## src/dan_pkg.sv

```systemverilog
package dan_pkg;

  localparam int INT_DIGITS_DEF  = 8;
  localparam int FRAC_DIGITS_DEF = 4;
  localparam int QUEUE_DEPTH     = 2;

  localparam logic [7:0] CH_ZERO  = 8'h30;
  localparam logic [7:0] CH_NINE  = 8'h39;
  localparam logic [7:0] CH_DOT   = 8'h2E;
  localparam logic [7:0] CH_PLUS  = 8'h2B;
  localparam logic [7:0] CH_MINUS = 8'h2D;
  localparam logic [7:0] CH_SPACE = 8'h20;
  localparam logic [7:0] CH_TAB   = 8'h09;
  localparam logic [7:0] CH_CR    = 8'h0D;
  localparam logic [7:0] CH_NUL   = 8'h00;

  localparam int STATUS_W = 3;

  typedef enum logic [STATUS_W-1:0] {
    ST_OK        = 3'd0,
    ST_NEGATIVE  = 3'd1,
    ST_MALFORMED = 3'd2,
    ST_DECIMALS  = 3'd3,
    ST_LARGE     = 3'd4
  } status_t;

  typedef enum logic [1:0] {
    PH_LEAD,
    PH_INT,
    PH_FRAC,
    PH_TRAIL
  } phase_t;

endpackage

```

## src/dan_front.sv

```systemverilog
module dan_front #(
  parameter int INT_DIGITS  = dan_pkg::INT_DIGITS_DEF,
  parameter int FRAC_DIGITS = dan_pkg::FRAC_DIGITS_DEF,
  localparam int ICW   = $clog2(INT_DIGITS + 2),
  localparam int FCW   = $clog2(FRAC_DIGITS + 2),
  localparam int JOB_W = dan_pkg::STATUS_W + ICW + 4 * INT_DIGITS + 4 * FRAC_DIGITS
) (
  input  logic             clk,
  input  logic             rst_n,
  input  logic             in_valid,
  output logic             in_stall,
  input  logic [7:0]       in_char,
  input  logic             in_has_char,
  input  logic             in_last,
  input  logic             q_full,
  output logic             q_push,
  output logic [JOB_W-1:0] q_data
);

  localparam int SW       = dan_pkg::STATUS_W;
  localparam int INT_BASE = SW + ICW;
  localparam int FRAC_BASE = INT_BASE + 4 * INT_DIGITS;

  dan_pkg::phase_t phase_r, phase_nxt;
  logic            neg_r, neg_nxt;
  logic            bad_r, bad_nxt;
  logic            any_r, any_nxt;
  logic [ICW-1:0]  int_cnt_r, int_cnt_nxt;
  logic [FCW-1:0]  frac_cnt_r, frac_cnt_nxt;
  logic [3:0]      int_dig_r [INT_DIGITS];
  logic [3:0]      int_dig_nxt [INT_DIGITS];
  logic [3:0]      frac_dig_r [FRAC_DIGITS];
  logic [3:0]      frac_dig_nxt [FRAC_DIGITS];

  logic            accept;
  logic            is_space;
  logic            is_digit;
  logic            do_int;
  logic            do_frac;
  dan_pkg::status_t status;

  assign in_stall = q_full;
  assign accept   = in_valid & ~q_full;
  assign is_space = (in_char == dan_pkg::CH_SPACE) ||
                    (in_char >= dan_pkg::CH_TAB && in_char <= dan_pkg::CH_CR);
  assign is_digit = (in_char >= dan_pkg::CH_ZERO && in_char <= dan_pkg::CH_NINE);

  always_comb begin
    phase_nxt    = phase_r;
    neg_nxt      = neg_r;
    bad_nxt      = bad_r;
    any_nxt      = any_r;
    int_cnt_nxt  = int_cnt_r;
    frac_cnt_nxt = frac_cnt_r;
    int_dig_nxt  = int_dig_r;
    frac_dig_nxt = frac_dig_r;
    do_int       = 1'b0;
    do_frac      = 1'b0;
    q_push       = 1'b0;
    q_data       = '0;
    status       = dan_pkg::ST_OK;

    if (accept && in_has_char && !neg_r && !bad_r) begin
      case (phase_r)
        dan_pkg::PH_LEAD: begin
          if (is_space) begin
            phase_nxt = dan_pkg::PH_LEAD;
          end else if (in_char == dan_pkg::CH_MINUS) begin
            neg_nxt = 1'b1;
          end else if (in_char == dan_pkg::CH_PLUS) begin
            phase_nxt = dan_pkg::PH_INT;
          end else if (is_digit) begin
            do_int    = 1'b1;
            phase_nxt = dan_pkg::PH_INT;
          end else if (in_char == dan_pkg::CH_DOT) begin
            phase_nxt = dan_pkg::PH_FRAC;
          end else begin
            bad_nxt = 1'b1;
          end
        end
        dan_pkg::PH_INT: begin
          if (is_digit) begin
            do_int = 1'b1;
          end else if (in_char == dan_pkg::CH_DOT) begin
            phase_nxt = dan_pkg::PH_FRAC;
          end else if (is_space) begin
            phase_nxt = dan_pkg::PH_TRAIL;
          end else begin
            bad_nxt = 1'b1;
          end
        end
        dan_pkg::PH_FRAC: begin
          if (is_digit) begin
            do_frac = 1'b1;
          end else if (is_space) begin
            phase_nxt = dan_pkg::PH_TRAIL;
          end else begin
            bad_nxt = 1'b1;
          end
        end
        default: begin
          if (!is_space) begin
            bad_nxt = 1'b1;
          end
        end
      endcase
    end

    if (do_int) begin
      any_nxt = 1'b1;
      if (!(in_char[3:0] == 4'd0 && int_cnt_r == '0)) begin
        for (int i = 0; i < INT_DIGITS; i++) begin
          if (int_cnt_r == ICW'(i)) begin
            int_dig_nxt[i] = in_char[3:0];
          end
        end
        if (int_cnt_r <= ICW'(INT_DIGITS)) begin
          int_cnt_nxt = int_cnt_r + ICW'(1);
        end
      end
    end

    if (do_frac) begin
      any_nxt = 1'b1;
      for (int i = 0; i < FRAC_DIGITS; i++) begin
        if (frac_cnt_r == FCW'(i)) begin
          frac_dig_nxt[i] = in_char[3:0];
        end
      end
      if (frac_cnt_r <= FCW'(FRAC_DIGITS)) begin
        frac_cnt_nxt = frac_cnt_r + FCW'(1);
      end
    end

    if (neg_nxt) begin
      status = dan_pkg::ST_NEGATIVE;
    end else if (bad_nxt || !any_nxt) begin
      status = dan_pkg::ST_MALFORMED;
    end else if (frac_cnt_nxt > FCW'(FRAC_DIGITS)) begin
      status = dan_pkg::ST_DECIMALS;
    end else if (int_cnt_nxt > ICW'(INT_DIGITS)) begin
      status = dan_pkg::ST_LARGE;
    end

    q_data[SW-1:0]     = status;
    q_data[SW +: ICW]  = int_cnt_nxt;
    for (int i = 0; i < INT_DIGITS; i++) begin
      q_data[INT_BASE + 4 * i +: 4] = int_dig_nxt[i];
    end
    for (int i = 0; i < FRAC_DIGITS; i++) begin
      if (frac_cnt_nxt > FCW'(i)) begin
        q_data[FRAC_BASE + 4 * i +: 4] = frac_dig_nxt[i];
      end
    end

    if (accept && in_last) begin
      q_push       = 1'b1;
      phase_nxt    = dan_pkg::PH_LEAD;
      neg_nxt      = 1'b0;
      bad_nxt      = 1'b0;
      any_nxt      = 1'b0;
      int_cnt_nxt  = '0;
      frac_cnt_nxt = '0;
    end
  end

  always_ff @(posedge clk) begin
    if (!rst_n) begin
      phase_r    <= dan_pkg::PH_LEAD;
      neg_r      <= 1'b0;
      bad_r      <= 1'b0;
      any_r      <= 1'b0;
      int_cnt_r  <= '0;
      frac_cnt_r <= '0;
    end else begin
      phase_r    <= phase_nxt;
      neg_r      <= neg_nxt;
      bad_r      <= bad_nxt;
      any_r      <= any_nxt;
      int_cnt_r  <= int_cnt_nxt;
      frac_cnt_r <= frac_cnt_nxt;
    end
  end

  always_ff @(posedge clk) begin
    int_dig_r  <= int_dig_nxt;
    frac_dig_r <= frac_dig_nxt;
  end

endmodule

```

## src/dan_queue.sv

```systemverilog
module dan_queue #(
  parameter int WIDTH = 8
) (
  input  logic             clk,
  input  logic             rst_n,
  input  logic             push,
  input  logic [WIDTH-1:0] wr_data,
  output logic             full,
  output logic             valid,
  input  logic             pop,
  output logic [WIDTH-1:0] rd_data
);

  localparam int DEPTH = dan_pkg::QUEUE_DEPTH;
  localparam int PW    = $clog2(DEPTH);
  localparam int CW    = $clog2(DEPTH + 1);

  logic [WIDTH-1:0] entry_r [DEPTH];
  logic [PW-1:0]    wr_ptr_r, wr_ptr_nxt;
  logic [PW-1:0]    rd_ptr_r, rd_ptr_nxt;
  logic [CW-1:0]    cnt_r, cnt_nxt;
  logic             do_push;
  logic             do_pop;

  assign full    = (cnt_r == CW'(DEPTH));
  assign valid   = (cnt_r != '0);
  assign rd_data = entry_r[rd_ptr_r];
  assign do_push = push & ~full;
  assign do_pop  = pop & valid;

  always_comb begin
    wr_ptr_nxt = do_push ? wr_ptr_r + PW'(1) : wr_ptr_r;
    rd_ptr_nxt = do_pop ? rd_ptr_r + PW'(1) : rd_ptr_r;
    cnt_nxt    = cnt_r;
    if (do_push && !do_pop) begin
      cnt_nxt = cnt_r + CW'(1);
    end else if (!do_push && do_pop) begin
      cnt_nxt = cnt_r - CW'(1);
    end
  end

  always_ff @(posedge clk) begin
    if (!rst_n) begin
      wr_ptr_r <= '0;
      rd_ptr_r <= '0;
      cnt_r    <= '0;
    end else begin
      wr_ptr_r <= wr_ptr_nxt;
      rd_ptr_r <= rd_ptr_nxt;
      cnt_r    <= cnt_nxt;
    end
  end

  always_ff @(posedge clk) begin
    if (do_push) begin
      entry_r[wr_ptr_r] <= wr_data;
    end
  end

endmodule

```

## src/dan_back.sv

```systemverilog
module dan_back #(
  parameter int INT_DIGITS  = dan_pkg::INT_DIGITS_DEF,
  parameter int FRAC_DIGITS = dan_pkg::FRAC_DIGITS_DEF,
  localparam int ICW   = $clog2(INT_DIGITS + 2),
  localparam int JOB_W = dan_pkg::STATUS_W + ICW + 4 * INT_DIGITS + 4 * FRAC_DIGITS
) (
  input  logic                         clk,
  input  logic                         rst_n,
  input  logic                         q_valid,
  input  logic [JOB_W-1:0]             q_data,
  output logic                         q_pop,
  output logic                         out_valid,
  input  logic                         out_stall,
  output logic [7:0]                   out_char_out,
  output logic [dan_pkg::STATUS_W-1:0] out_status,
  output logic                         out_last_out
);

  localparam int SW        = dan_pkg::STATUS_W;
  localparam int INT_BASE  = SW + ICW;
  localparam int FRAC_BASE = INT_BASE + 4 * INT_DIGITS;
  localparam int PW        = $clog2(INT_DIGITS + FRAC_DIGITS + 2);

  logic [PW-1:0]    pos_r, pos_nxt;
  logic             valid_r, valid_nxt;
  logic [7:0]       char_r, char_nxt;
  dan_pkg::status_t status_r, status_nxt;
  logic             last_r, last_nxt;

  dan_pkg::status_t job_st;
  logic [ICW-1:0]   job_len;
  logic [ICW-1:0]   int_n;
  logic [PW-1:0]    frac_pos;
  logic [3:0]       dig;
  logic             load;

  assign job_st  = dan_pkg::status_t'(q_data[SW-1:0]);
  assign job_len = q_data[SW +: ICW];
  assign int_n   = (job_len == '0) ? ICW'(1) : job_len;
  assign load    = q_valid & (~valid_r | ~out_stall);

  assign out_valid    = valid_r;
  assign out_char_out = char_r;
  assign out_status   = status_r;
  assign out_last_out = last_r;

  always_comb begin
    frac_pos   = pos_r - PW'(int_n) - PW'(1);
    dig        = 4'd0;
    char_nxt   = char_r;
    status_nxt = status_r;
    last_nxt   = last_r;
    pos_nxt    = pos_r;
    q_pop      = 1'b0;
    valid_nxt  = valid_r & out_stall;

    if (load) begin
      valid_nxt  = 1'b1;
      status_nxt = job_st;
      last_nxt   = 1'b0;
      if (job_st != dan_pkg::ST_OK) begin
        char_nxt = dan_pkg::CH_NUL;
        last_nxt = 1'b1;
      end else if (pos_r < PW'(int_n)) begin
        for (int i = 0; i < INT_DIGITS; i++) begin
          if (pos_r == PW'(i)) begin
            dig = q_data[INT_BASE + 4 * i +: 4];
          end
        end
        char_nxt = (job_len == '0) ? dan_pkg::CH_ZERO : {dan_pkg::CH_ZERO[7:4], dig};
      end else if (pos_r == PW'(int_n)) begin
        char_nxt = dan_pkg::CH_DOT;
      end else begin
        for (int i = 0; i < FRAC_DIGITS; i++) begin
          if (frac_pos == PW'(i)) begin
            dig = q_data[FRAC_BASE + 4 * i +: 4];
          end
        end
        char_nxt = {dan_pkg::CH_ZERO[7:4], dig};
        last_nxt = (frac_pos == PW'(FRAC_DIGITS - 1));
      end

      if (last_nxt) begin
        q_pop   = 1'b1;
        pos_nxt = '0;
      end else begin
        pos_nxt = pos_r + PW'(1);
      end
    end
  end

  always_ff @(posedge clk) begin
    if (!rst_n) begin
      valid_r <= 1'b0;
      pos_r   <= '0;
    end else begin
      valid_r <= valid_nxt;
      pos_r   <= pos_nxt;
    end
  end

  always_ff @(posedge clk) begin
    char_r   <= char_nxt;
    status_r <= status_nxt;
    last_r   <= last_nxt;
  end

endmodule

```

## src/decimal_amount_normalizer.sv

```systemverilog
// Validates an amount string fed one character per item and returns its canonical
// fixed-point text, or a single error status on the last result. The parser takes
// one character item every cycle while the two-entry string queue between parser
// and emitter is not full; any item is held off while that queue is full. The emitter
// sends one result per cycle unless out_stall holds it: a good string gives
// max(integer digits, 1) + 1 + FRAC_DIGITS characters, an error one, so a string
// shorter than its output burst is paced by the emitter's one-character-per-cycle output register.
module decimal_amount_normalizer #(
  parameter int INT_DIGITS  = dan_pkg::INT_DIGITS_DEF,
  parameter int FRAC_DIGITS = dan_pkg::FRAC_DIGITS_DEF
) (
  input  logic                         clk,
  input  logic                         rst_n,
  input  logic                         in_valid,
  output logic                         in_stall,
  input  logic [7:0]                   in_char_in,
  input  logic                         in_has_char,
  input  logic                         in_last_in,
  output logic                         out_valid,
  input  logic                         out_stall,
  output logic [7:0]                   out_char_out,
  output logic [dan_pkg::STATUS_W-1:0] out_status,
  output logic                         out_last_out
);

  localparam int ICW   = $clog2(INT_DIGITS + 2);
  localparam int JOB_W = dan_pkg::STATUS_W + ICW + 4 * INT_DIGITS + 4 * FRAC_DIGITS;

  logic             q_full;
  logic             q_push;
  logic [JOB_W-1:0] q_wr_data;
  logic             q_valid;
  logic             q_pop;
  logic [JOB_W-1:0] q_rd_data;

  dan_front #(
    .INT_DIGITS  (INT_DIGITS),
    .FRAC_DIGITS (FRAC_DIGITS)
  ) u_front (
    .clk         (clk),
    .rst_n       (rst_n),
    .in_valid    (in_valid),
    .in_stall    (in_stall),
    .in_char     (in_char_in),
    .in_has_char (in_has_char),
    .in_last     (in_last_in),
    .q_full      (q_full),
    .q_push      (q_push),
    .q_data      (q_wr_data)
  );

  dan_queue #(
    .WIDTH (JOB_W)
  ) u_queue (
    .clk     (clk),
    .rst_n   (rst_n),
    .push    (q_push),
    .wr_data (q_wr_data),
    .full    (q_full),
    .valid   (q_valid),
    .pop     (q_pop),
    .rd_data (q_rd_data)
  );

  dan_back #(
    .INT_DIGITS  (INT_DIGITS),
    .FRAC_DIGITS (FRAC_DIGITS)
  ) u_back (
    .clk          (clk),
    .rst_n        (rst_n),
    .q_valid      (q_valid),
    .q_data       (q_rd_data),
    .q_pop        (q_pop),
    .out_valid    (out_valid),
    .out_stall    (out_stall),
    .out_char_out (out_char_out),
    .out_status   (out_status),
    .out_last_out (out_last_out)
  );

endmodule
```

## config.mk

```make
export PLATFORM = sky130hd
export DESIGN_NAME = decimal_amount_normalizer
export DESIGN_NICKNAME = d
export VERILOG_FILES = /design/src/dan_pkg.sv /design/src/dan_front.sv /design/src/dan_queue.sv /design/src/dan_back.sv /design/src/decimal_amount_normalizer.sv
export SDC_FILE = /design/constraint.sdc
export NUM_CORES = 1
export LEC_CHECK = 0
export BUFFER_PORTS_ARGS = -buffer_cell sky130_fd_sc_hd__buf_2
export CAP_MARGIN = 20
export CELL_PAD_IN_SITES_DETAIL_PLACEMENT = 1
export CELL_PAD_IN_SITES_GLOBAL_PLACEMENT = 1
export CORE_UTILIZATION = 40
export CTS_BUF_LIST = sky130_fd_sc_hd__clkbuf_4 sky130_fd_sc_hd__clkbuf_8
export CTS_CLUSTER_DIAMETER = 200
export CTS_CLUSTER_SIZE = 12
export DETAILED_ROUTE_END_ITERATION = 16
export PLACE_DENSITY = 0.68
export REMOVE_ABC_BUFFERS = 1
export SETUP_SLACK_MARGIN = 0.02
export SYNTH_ARGS = -nofsm -noshare
export SYNTH_HDL_FRONTEND = slang
export SYNTH_SLANG_ARGS = --single-unit
```

## constraint.sdc

```tcl
create_clock -name clk -period 4.4 [get_ports clk]
set_clock_uncertainty 0.1 [all_clocks]
set_input_delay 0.88 -clock clk [delete_from_list [all_inputs] [get_ports clk]]
set_output_delay 0.88 -clock clk [all_outputs]
set_load 0.02 [all_outputs]
```

# [After elaboration in Yosys (flattened, before gate mapping)]
# Memory sizes are Yosys's and may differ from the RTL's. A register that Yosys moved wholly into a read port is not among the register bits.
# Cells that the tools add are included.
# Widths: inputs -> output; s select.
[op_classes] addsub=9 magnitude_cmp=13 n_eq_ne=32 mux=94 n_bitwise=10 reduce_logical=29
[op_table] op="$mux 4" n=34
[op_table] op="$mux 32" n=2
[op_table] op="$mux 1" n=35
[op_table] op="$eq 4x3->1 const B" n=8
[op_table] op="$eq 8x6->1 const B" n=4
[op_table] op="$eq 4x2->1 const B" n=6
[op_table] op="$mux 2" n=11
[op_table] op="$logic_not 4->1" n=5
[op_table] op="$mux 3" n=6
[op_table] op="$mux 16" n=1
[op_table] op="$eq 4x1->1 const B" n=3
[op_table] op="$logic_and 1x1->1" n=9
[op_table] op="$add 4x1->4 const B" n=2
[op_table] op="$ge 8x4->1 const B" n=1
[op_table] op="$ge 8x6->1 const B" n=1
[op_table] op="$le 8x4->1 const B" n=1
[op_table] op="$le 8x6->1 const B" n=1
[op_table] op="$mux 8" n=1
[op_table] op="$eq 3x2->1 const B" n=2
[op_table] op="$gt 3x1->1 const B" n=2
[op_table] op="$gt 3x2->1 const B" n=2
[op_table] op="$pmux 2 s3" n=1
[op_table] op="$reduce_and 6->1" n=1
[op_table] op="$reduce_bool 3->1" n=2
[op_table] op="other kinds (30)" n=46
[word_totals] register_bits=81 ramBits=110 input_bits=14 output_inout_bits=14 mem_count=1
[mem_list] memory="u_queue.entry_r" words=2 word_bits=55 read_ports=1 rd_ports_with_merged_regs=1 write_ports=1 line="dan_queue.sv:18" source="logic [WIDTH-1:0] entry_r [DEPTH];"

# [Depth between registers and ports, before layout]
# Gate-level depths: netlist (run 1).
[logic_depth] word_depth=15 mapped_depth=18

# [Hierarchy]
# From an unflattened synthesis (run 1), not the netlist that was laid out.
[unflattened] hier_cells=668 hier_area_um2=8735.9
[by_module_without_submodules] mod="dan_queue" n_inst=1 cells_per_inst=196 area_per_inst_um2=4220.3 seq_area_each_um2=3403.3
[by_module_without_submodules] mod="dan_front" n_inst=1 cells_per_inst=307 area_per_inst_um2=3051.7 seq_area_each_um2=1201.2
[by_module_without_submodules] mod="dan_back" n_inst=1 cells_per_inst=165 area_per_inst_um2=1463.9 seq_area_each_um2=400.4

# [Least setup slack after synthesis (run 1)]
# Ideal clock, no wire load.
[synth_path] kind="register to register" startpoint="reg with a tool-made name" endpoint="reg u_queue.cnt_r[1]" arrival_ps=3891 required_ps=4224 setup_slack_ps=334 stages_incl_launch_ff=17 path_buffers=1 period_less_slack_ps=4066 path_cell_list="dfxtp_1 -> buf_2 -> mux2_2 -> nand2b_1 -> inv_1 -> ha_1 -> inv_1 -> fa_1 -> or4b_1 -> o32a_1 -> a21oi_1 -> o211ai_1 -> a21oi_2 -> inv_1 -> ha_1 -> or3_1 -> a21boi_0"
[synth_rtl] element="end signal: assignment" line="dan_queue.sv:50" source="cnt_r <= cnt_nxt;"
[synth_rtl] element="end: declaration" line="dan_queue.sv:21" source="logic [CW-1:0] cnt_r, cnt_nxt;"

==> impl_metrics.prom, run 1 <==
# TYPE chip_impl_metric gauge
chip_impl_info{name="status",value="complete, no violations"} 1
chip_impl_metric{name="max_cap_violations",unit=""} 0
chip_impl_metric{name="synth_compound_gate_area_share",unit="%"} 9.84
chip_impl_metric{name="mean_syn_cell_area",unit="um2"} 13.3
chip_impl_metric{name="crit_arrival",unit="ns"} 4.45
chip_impl_metric{name="tritoncts.num_buffers",unit=""} 17
chip_impl_metric{name="layout.area.seq",unit="um2"} 5010
chip_impl_metric{name="insertedDiodeCount",unit=""} 0
chip_impl_metric{name="synth.distinct_cells",unit=""} 72
chip_impl_metric{name="vias_per_cell",unit=""} 5.48
chip_impl_metric{name="area_delta_synth_final",unit="%"} 10.9
chip_impl_metric{name="final_net_count",unit=""} 698
chip_impl_info{name="clockRootBuffer",value="sky130_fd_sc_hd__clkbuf_8"} 1
chip_impl_metric{name="place.detailed.instances",unit=""} 911
chip_impl_metric{name="vias",unit=""} 5165
chip_impl_metric{name="synth-xor-area-share",unit="%"} 0.631
chip_impl_metric{name="numClockSinks",unit=""} 190
chip_impl_metric{name="design.portCount",unit=""} 28
chip_impl_metric{name="totalPowerFinal",unit="mW"} 4.24
chip_impl_metric{name="remaining_drc_errors",unit=""} 0
chip_impl_info{name="synth_area_leaders",value="sky130_fd_sc_hd__edfxtp_1 43%, sky130_fd_sc_hd__dfxtp_1 17%, sky130_fd_sc_hd__mux2_2 7.7%"} 1
chip_impl_metric{name="setup-violations-final",unit=""} 0
chip_impl_metric{name="synth_async_sr_flop_share",unit="%"} 0
chip_impl_info{name="cp-start-kind",value="register"} 1
chip_impl_metric{name="first_global_vias",unit=""} 5451
chip_impl_metric{name="worst_pin_slew",unit="ns"} 0.843
chip_impl_metric{name="max_freq",unit="GHz"} 0.240
chip_impl_metric{name="synthesis.area",unit="um2"} 8330
chip_impl_metric{name="grt_start_max_net_pins",unit=""} 57
chip_impl_metric{name="floorplan.rows",unit=""} 52
chip_impl_metric{name="setup_slack_at_placement",unit="ns"} 0.155
chip_impl_metric{name="die-height",unit="um"} 146
chip_impl_metric{name="final_clock_period_utilization_by_the_worst_path",unit="%"} 94.5
chip_impl_metric{name="max-vdd-ir-drop",unit="uV"} 184
chip_impl_info{name="post-synth-top-area-cell",value="sky130_fd_sc_hd__edfxtp_1"} 1
chip_impl_info{name="crit_path_end_kind",value="register"} 1
chip_impl_metric{name="dr.pass1.iters",unit=""} 4
chip_impl_metric{name="share_of_cell_area_taken_by_muxes_after_synthesis",unit="%"} 12.8
chip_impl_metric{name="maxSlewViolCount",unit=""} 0
chip_impl_metric{name="cp_max_fo",unit=""} 8
chip_impl_info{name="tritoncts",value="done"} 1
chip_impl_metric{name="postCtsResizedCells",unit=""} 0
chip_impl_metric{name="globalRouteOverflowTotal",unit=""} 0
chip_impl_metric{name="worst_skew_pair.late_latency",unit="ns"} 0.47
chip_impl_metric{name="routabilityCongestion",unit=""} 0.854
chip_impl_metric{name="gr-usage-all-layers",unit="%"} 19.0
chip_impl_metric{name="grt_pass1_wl",unit="mm"} 30.5
chip_impl_metric{name="avgRoutedWirePerCell",unit="um"} 20.9
chip_impl_metric{name="synth.ff_latch_count",unit=""} 190
chip_impl_metric{name="detailedRoute.firstIterationViolations",unit=""} 195
chip_impl_metric{name="detailed_place_hpwl",unit="mm"} 14.1
chip_impl_metric{name="fp.dieArea",unit="um2"} 21400
chip_impl_metric{name="number_of_antenna_violations_at_the_first_check_in_global_routing",unit=""} 0
chip_impl_metric{name="simple_logic_cell_fraction_of_the_synthesized_area",unit="%"} 10.2
chip_impl_metric{name="multiInputGateArea",unit="um2"} 3120
chip_impl_metric{name="n_fill_cell",unit=""} 2159
chip_impl_metric{name="synth_seq_area_share",unit="%"} 60.1
chip_impl_metric{name="final_layout_size_suffix_gt1_share",unit="%"} 23.0
chip_impl_info{name="timing_worst_setup_path_type",value="reg -> reg"} 1
chip_impl_metric{name="antenna_violating_nets_post_route",unit=""} 0
chip_impl_metric{name="dieWidth",unit="um"} 146
chip_impl_info{name="synth_top_family_by_area",value="multiplexers"} 1
chip_impl_metric{name="synth-edff-count",unit=""} 120
chip_impl_metric{name="setup_ws",unit="ns"} 0.240
chip_impl_metric{name="postCtsSetupRepairBufs",unit=""} 0
chip_impl_metric{name="layout.cells.non_filler",unit=""} 943
chip_impl_metric{name="finalWorstPathRequiredPeriod",unit="ns"} 4.16
chip_impl_metric{name="fp.coreArea",unit="um2"} 20300
chip_impl_metric{name="post_synth_inst_count",unit=""} 626
chip_impl_metric{name="static-leakage-power",unit="nW"} 3.26
chip_impl_info{name="ys_dominant_reg_cell",value="sky130_fd_sc_hd__edfxtp_1"} 1
chip_impl_metric{name="clk_transition_reported_paths",unit="ns"} 0.09
chip_impl_metric{name="synth_top_area_share",unit="%"} 43.3
chip_impl_metric{name="tns",unit="ns"} 0
chip_impl_info{name="unrepaired_setup_endpoints_after_global_routing",value="no"} 1
chip_impl_metric{name="finalHoldViolCount",unit=""} 0
chip_impl_metric{name="place.port_buffers",unit=""} 25
chip_impl_metric{name="floorplan.initialDensity",unit="%"} 41.0
chip_impl_metric{name="yosysWarnings",unit=""} 0
chip_impl_metric{name="powerDensity",unit="nW/um2"} 459
chip_impl_metric{name="cts.htree.levels",unit=""} 4
chip_impl_metric{name="drt_wl_total",unit="mm"} 19.7
chip_impl_metric{name="worstPathRequired",unit="ns"} 4.69
chip_impl_metric{name="synth_fa_ha_area_share",unit="%"} 3.70
chip_impl_metric{name="timing.max_slew.rel_slack",unit="%"} 43.3
chip_impl_metric{name="postCtsHoldBufs",unit=""} 0
chip_impl_metric{name="clock_path_buffers",unit=""} 2
chip_impl_info{name="hold_class",value="reg -> reg"} 1
==> final timing paths <==
| kind | start | to | slack, ns | cells after the start |
|---|---|---|---|---|
| max | register | u_queue.cnt_r[1] | 0.24 | 15 |
| min | u_front.frac_dig_r[6] | u_front.frac_dig_r[6] | 0.35 | 2 |
| max reg2reg | register | u_queue.cnt_r[1] | 0.24 | 15 |
| min reg2reg | u_front.frac_dig_r[6] | u_front.frac_dig_r[6] | 0.35 | 2 |
==> placed cells by master (no fill, tap or decap), drive strengths merged, types with 5 or more instances in the layout <==
cell    count
a211o       5
a211oi      5
a21boi      9
a21oi      19
a22oi       7
a31oi       8
and2        5
buf        37
clkbuf     23
dfxtp      70
edfxtp    120
ha         23
inv        28
mux2       62
mux2i      26
nand2      28
nand2b      8
nand3       9
nand4       7
nand4b      6
nor2       29
nor2b      21
nor4        5
o211ai      5
o21ai      21
o22ai       8
or3         5
==> through the flow <==
stage               hold slack [ns]  area (um2)  utilization [%]
floorplan                     0.310        8210                -
global placement              0.323        8780             43.3
detailed placement            0.330        8780             43.3
CTS                           0.351        9230             45.5
global route                  0.378        9240             45.5
finish                        0.349        9240             45.5
==> layer usage <==
metal	global-route usage (%)	wire length, um	vias up
li1	-	-	2429
met1	24.7	9180	2653
met2	32.2	9760	62
met3	3.47	462	21
met4	6.04	275	0
met5	0	0	-
==> cell usage after synthesis, types with 9 or more instances <==
library cell,number
sky130_fd_sc_hd__clkbuf_1,10
sky130_fd_sc_hd__a21boi_0,9
sky130_fd_sc_hd__ha_1,23
sky130_fd_sc_hd__a21oi_1,18
sky130_fd_sc_hd__o21ai_0,19
sky130_fd_sc_hd__edfxtp_1,120
sky130_fd_sc_hd__nand3_1,9
sky130_fd_sc_hd__nor2_1,29
sky130_fd_sc_hd__dfxtp_1,70
sky130_fd_sc_hd__nor2b_1,21
sky130_fd_sc_hd__mux2_2,57
sky130_fd_sc_hd__inv_1,27
sky130_fd_sc_hd__mux2i_1,26
sky130_fd_sc_hd__nand2_1,28
==> cell families after synthesis <==
family | count (synthesis)
other cells | 1
simple gates | 146
flops | 190
mux | 92
compound gates | 117
buf+inv | 50
xor+xnor | 6
fa+ha+maj | 24
==> sequential cells by signal, indices dropped and copies added (netlist names), named ones only <==
register             cells
u_front.neg_r            1
u_front.any_r            1
u_back.out_last_out      1
u_front.phase_r          2
u_back.out_valid         1
u_front.frac_cnt_r       3
u_back.pos_r             4
u_queue.entry_r        110
u_front.bad_r            1
u_back.out_status        3
u_queue.wr_ptr_r         1
u_queue.rd_ptr_r         1
u_front.int_cnt_r        4
u_front.frac_dig_r      16
u_back.out_char_out      6
u_queue.cnt_r            2
u_front.int_dig_r       32
==> final cells by class <==
class | count | share of cell area [%]
clock buffers | 23 | 3.16
multi-input cells | 387 | 33.8
inverters | 27 | 1.10
clock inverters | 9 | 1.72
repair buffers | 37 | 2.33
well taps | 270 | 3.66
flip-flops and latches | 190 | 54.2
==> power breakdown <==
group          switching, mW  total (mW)  internal, mW
Sequential            0.0567        2.10          2.04
Clock                  0.602        1.28         0.676
Combinational          0.521       0.865         0.343
Total                   1.18        4.24          3.06
==> worst max-delay path: stages, from the launching register on <==
cell and delay, ns:
sky130_fd_sc_hd__dfxtp_2 0.43, sky130_fd_sc_hd__mux2_2 0.37, sky130_fd_sc_hd__nand2b_1 0.17, sky130_fd_sc_hd__inv_1 0.06, sky130_fd_sc_hd__ha_1 0.16, sky130_fd_sc_hd__inv_1 0.06
sky130_fd_sc_hd__fa_1 0.43, sky130_fd_sc_hd__or4b_1 0.50, sky130_fd_sc_hd__o32a_1 0.21, sky130_fd_sc_hd__a21oi_2 0.21, sky130_fd_sc_hd__o211ai_1 0.17, sky130_fd_sc_hd__a21oi_2 0.24
sky130_fd_sc_hd__inv_1 0.07, sky130_fd_sc_hd__ha_1 0.33, sky130_fd_sc_hd__or3_1 0.38, sky130_fd_sc_hd__a21boi_0 0.20
No activity file was read; power rests on OpenSTA's default activity.
==> inputs of run 2 (changes only) <==
- PLACE_DENSITY: 0.68 -> 0.65
- clock period: 4.4 -> 5.35 ns (I/O delays scaled with it)
==> run 2 against run 1 <==
Core utilization shrank 0.54 points. Critical path depth unchanged. Sequential share of layout area up 0.65 points. Flip-flop and latch count stayed put. Register-to-register slack improved by 0.47 ns. Sequential power down 17%. Wire length is 4.0% lower. Cell count down 0.74%. Via count decreased by 1.5%. Combinational power shrank 20%. Largest power group unchanged.
==> impl_metrics.prom, run 2 (synthesis gave the netlist of run 1 again) <==
# TYPE chip_impl_metric gauge
chip_impl_info{name="status",value="complete, no violations"} 1
chip_impl_metric{name="fp.coreArea",unit="um2"} 20300
chip_impl_metric{name="ff2ff_path_depth",unit=""} 15
chip_impl_metric{name="detailed_place_hpwl",unit="mm"} 13.3
chip_impl_metric{name="postCtsResizedCells",unit=""} 0
chip_impl_metric{name="worst_skew_pair.late_latency",unit="ns"} 0.48
chip_impl_metric{name="remaining_drc_errors",unit=""} 0
chip_impl_metric{name="finalHoldViolCount",unit=""} 0
chip_impl_metric{name="insertedDiodeCount",unit=""} 0
chip_impl_metric{name="number_of_antenna_violations_at_the_first_check_in_global_routing",unit=""} 0
chip_impl_metric{name="powerDensity",unit="nW/um2"} 369
chip_impl_metric{name="max_cap_violations",unit=""} 0
chip_impl_info{name="worstHoldEndpoint",value="u_front.frac_dig_r[6]"} 1
chip_impl_info{name="timing_worst_setup_path_type",value="reg -> reg"} 1
chip_impl_metric{name="place.port_buffers",unit=""} 25
chip_impl_metric{name="area_delta_synth_final",unit="%"} 9.59
chip_impl_metric{name="routabilityCongestion",unit=""} 0.898
chip_impl_metric{name="fp.dieArea",unit="um2"} 21400
chip_impl_metric{name="cts.htree.levels",unit=""} 4
chip_impl_metric{name="finalWorstPathRequiredPeriod",unit="ns"} 4.64
chip_impl_metric{name="min_delay_path_depth",unit=""} 2
chip_impl_metric{name="final_clock_period_utilization_by_the_worst_path",unit="%"} 86.7
chip_impl_metric{name="clk_transition_reported_paths",unit="ns"} 0.10
chip_impl_metric{name="max-vdd-ir-drop",unit="uV"} 147
chip_impl_metric{name="number_of_flip_flops_under_the_largest_register_name",unit=""} 110
chip_impl_metric{name="cp_max_fo",unit=""} 14
chip_impl_metric{name="vias_per_cell",unit=""} 5.43
chip_impl_info{name="cp-start-kind",value="register"} 1
chip_impl_metric{name="max_freq",unit="GHz"} 0.216
chip_impl_metric{name="clock_path_buffers",unit=""} 2
chip_impl_metric{name="dr.pass1.iters",unit=""} 4
chip_impl_metric{name="design.portCount",unit=""} 28
chip_impl_info{name="register_with_the_most_flip_flops",value="u_queue.entry_r"} 1
chip_impl_metric{name="static-leakage-power",unit="nW"} 3.21
chip_impl_metric{name="die-height",unit="um"} 146
chip_impl_metric{name="avgRoutedWirePerCell",unit="um"} 20.2
chip_impl_metric{name="floorplan.initialDensity",unit="%"} 41.0
chip_impl_info{name="hold_class",value="reg -> reg"} 1
chip_impl_metric{name="vias",unit=""} 5086
chip_impl_metric{name="antenna_violating_nets_post_route",unit=""} 0
chip_impl_info{name="clockRootBuffer",value="sky130_fd_sc_hd__clkbuf_8"} 1
chip_impl_metric{name="worst_pin_slew",unit="ns"} 1.01
chip_impl_info{name="layout_commonest_cell",value="sky130_fd_sc_hd__edfxtp_1"} 1
chip_impl_metric{name="worstPathRequired",unit="ns"} 5.65
chip_impl_metric{name="gr-usage-all-layers",unit="%"} 18.6
chip_impl_info{name="critical_path.reg2reg.endpoint",value="u_queue.cnt_r[1]"} 1
chip_impl_metric{name="dieWidth",unit="um"} 146
chip_impl_info{name="layout_top_registers",value="u_queue.entry_r x110, u_front.int_dig_r x32, u_front.frac_dig_r x16"} 1
chip_impl_metric{name="final_layout_size_suffix_gt1_share",unit="%"} 22.1
chip_impl_metric{name="floorplan.rows",unit=""} 52
chip_impl_metric{name="tritoncts.num_buffers",unit=""} 17
chip_impl_metric{name="layout.cells.non_filler",unit=""} 936
chip_impl_metric{name="place.detailed.instances",unit=""} 904
chip_impl_metric{name="tns",unit="ns"} 0
chip_impl_metric{name="detailedRoute.firstIterationViolations",unit=""} 244
chip_impl_info{name="crit_path_end_kind",value="register"} 1
chip_impl_metric{name="timing.reg2reg.setup_slack",unit="ns"} 0.71
chip_impl_metric{name="maxSlewViolCount",unit=""} 0
chip_impl_metric{name="numClockSinks",unit=""} 190
chip_impl_metric{name="postCtsHoldBufs",unit=""} 0
chip_impl_metric{name="setup-violations-final",unit=""} 0
chip_impl_info{name="hold_path_startpoint",value="u_front.frac_dig_r[6]"} 1
chip_impl_metric{name="crit_arrival",unit="ns"} 4.94
chip_impl_metric{name="grt_start_max_net_pins",unit=""} 34
chip_impl_metric{name="final_net_count",unit=""} 691
chip_impl_metric{name="grt_pass1_wl",unit="mm"} 30.0
chip_impl_metric{name="globalRouteOverflowTotal",unit=""} 0
chip_impl_metric{name="n_fill_cell",unit=""} 2119
chip_impl_metric{name="first_global_vias",unit=""} 5398
chip_impl_metric{name="postCtsSetupRepairBufs",unit=""} 0
chip_impl_metric{name="drt_wl_total",unit="mm"} 18.9
chip_impl_info{name="most-common-layout-cells",value="120 x sky130_fd_sc_hd__edfxtp_1, 69 x sky130_fd_sc_hd__dfxtp_1, 57 x sky130_fd_sc_hd__mux2_2"} 1
chip_impl_info{name="unrepaired_setup_endpoints_after_global_routing",value="no"} 1
chip_impl_info{name="tritoncts",value="done"} 1
chip_impl_metric{name="timing.max_slew.rel_slack",unit="%"} 32.8
## run 2: changes by cell type in the layout (fill, tap and decap cells not counted)
cell                         delta
sky130_fd_sc_hd__clkinv_4       +2
sky130_fd_sc_hd__inv_4          +1
sky130_fd_sc_hd__inv_8          +4
sky130_fd_sc_hd__bufinv_16      -3
sky130_fd_sc_hd__a21oi_2        -1
sky130_fd_sc_hd__a21oi_1        +1
sky130_fd_sc_hd__buf_4          -7
sky130_fd_sc_hd__clkbuf_4       -4
sky130_fd_sc_hd__clkbuf_8       -1
sky130_fd_sc_hd__inv_6          +3
sky130_fd_sc_hd__clkinvlp_4     -2
## run 2: worst max path at each step
stage | start | to | slack, ns | cells after the start
after CTS | register | u_queue.cnt_r[1] | 0.71 | 15
after global placement | register | u_queue.cnt_r[1] | 1.03 | 15
final | register | u_queue.cnt_r[1] | 0.71 | 15
after global routing | register | u_queue.cnt_r[1] | 0.39 | 15
after floorplan | register | u_queue.cnt_r[1] | 0.03 | 15
after detailed placement | register | u_queue.cnt_r[1] | 0.75 | 15
## run 2: critical path: stages, from the launching register on
cell and delay (ns):
sky130_fd_sc_hd__dfxtp_2 0.54, sky130_fd_sc_hd__mux2_2 0.39, sky130_fd_sc_hd__nand2b_1 0.17, sky130_fd_sc_hd__inv_1 0.08
sky130_fd_sc_hd__ha_1 0.17, sky130_fd_sc_hd__inv_1 0.06, sky130_fd_sc_hd__fa_1 0.44, sky130_fd_sc_hd__or4b_1 0.50
sky130_fd_sc_hd__o32a_1 0.18, sky130_fd_sc_hd__a21oi_1 0.31, sky130_fd_sc_hd__o211ai_1 0.34, sky130_fd_sc_hd__a21oi_2 0.32
sky130_fd_sc_hd__inv_1 0.07, sky130_fd_sc_hd__ha_1 0.33, sky130_fd_sc_hd__or3_1 0.38, sky130_fd_sc_hd__a21boi_0 0.19
## run 2: through the flow
step,util (%),hold slack [ns],cell area (um2),setup WS [ns],power [mW]
6_report,45.0,0.351,9130,0.712,3.36
5_1_grt,45.0,0.385,9130,0.387,3.52
4_1_cts,45.0,0.354,9130,0.713,3.41
3_5_place_dp,43.0,0.329,8730,0.750,2.47
3_3_place_gp,43.0,0.319,8730,1.03,2.44
2_1_floorplan,-,0.310,8210,0.0321,2.24
## run 2: final cells by class
class                           count  area [um2]  share of cell area (%)
Tap cell                          270         338                    3.70
Sequential cell                   190        5010                    54.9
Clock inverter                     14         149                    1.63
Clock buffer                       18         248                    2.71
Inverter                           27         101                    1.11
Timing Repair Buffer               30         163                    1.78
Multi-Input combinational cell    387        3120                    34.2
## run 2: report_power, final
part / switching, mW / total (mW) / internal, mW
clock: 0.539 / 0.940 / 0.400
sequential: 0.0557 / 1.74 / 1.68
combinational: 0.412 / 0.689 / 0.276
total: 1.01 / 3.36 / 2.36
## run 2: routing by layer
layer	track usage, %	part of all wire, %	up-vias
li1	-	-	2403
met3	3.84	2.9	32
met5	0	0	-
met4	7.97	2.6	0
met2	31.3	49	97
met1	23.3	45	2554
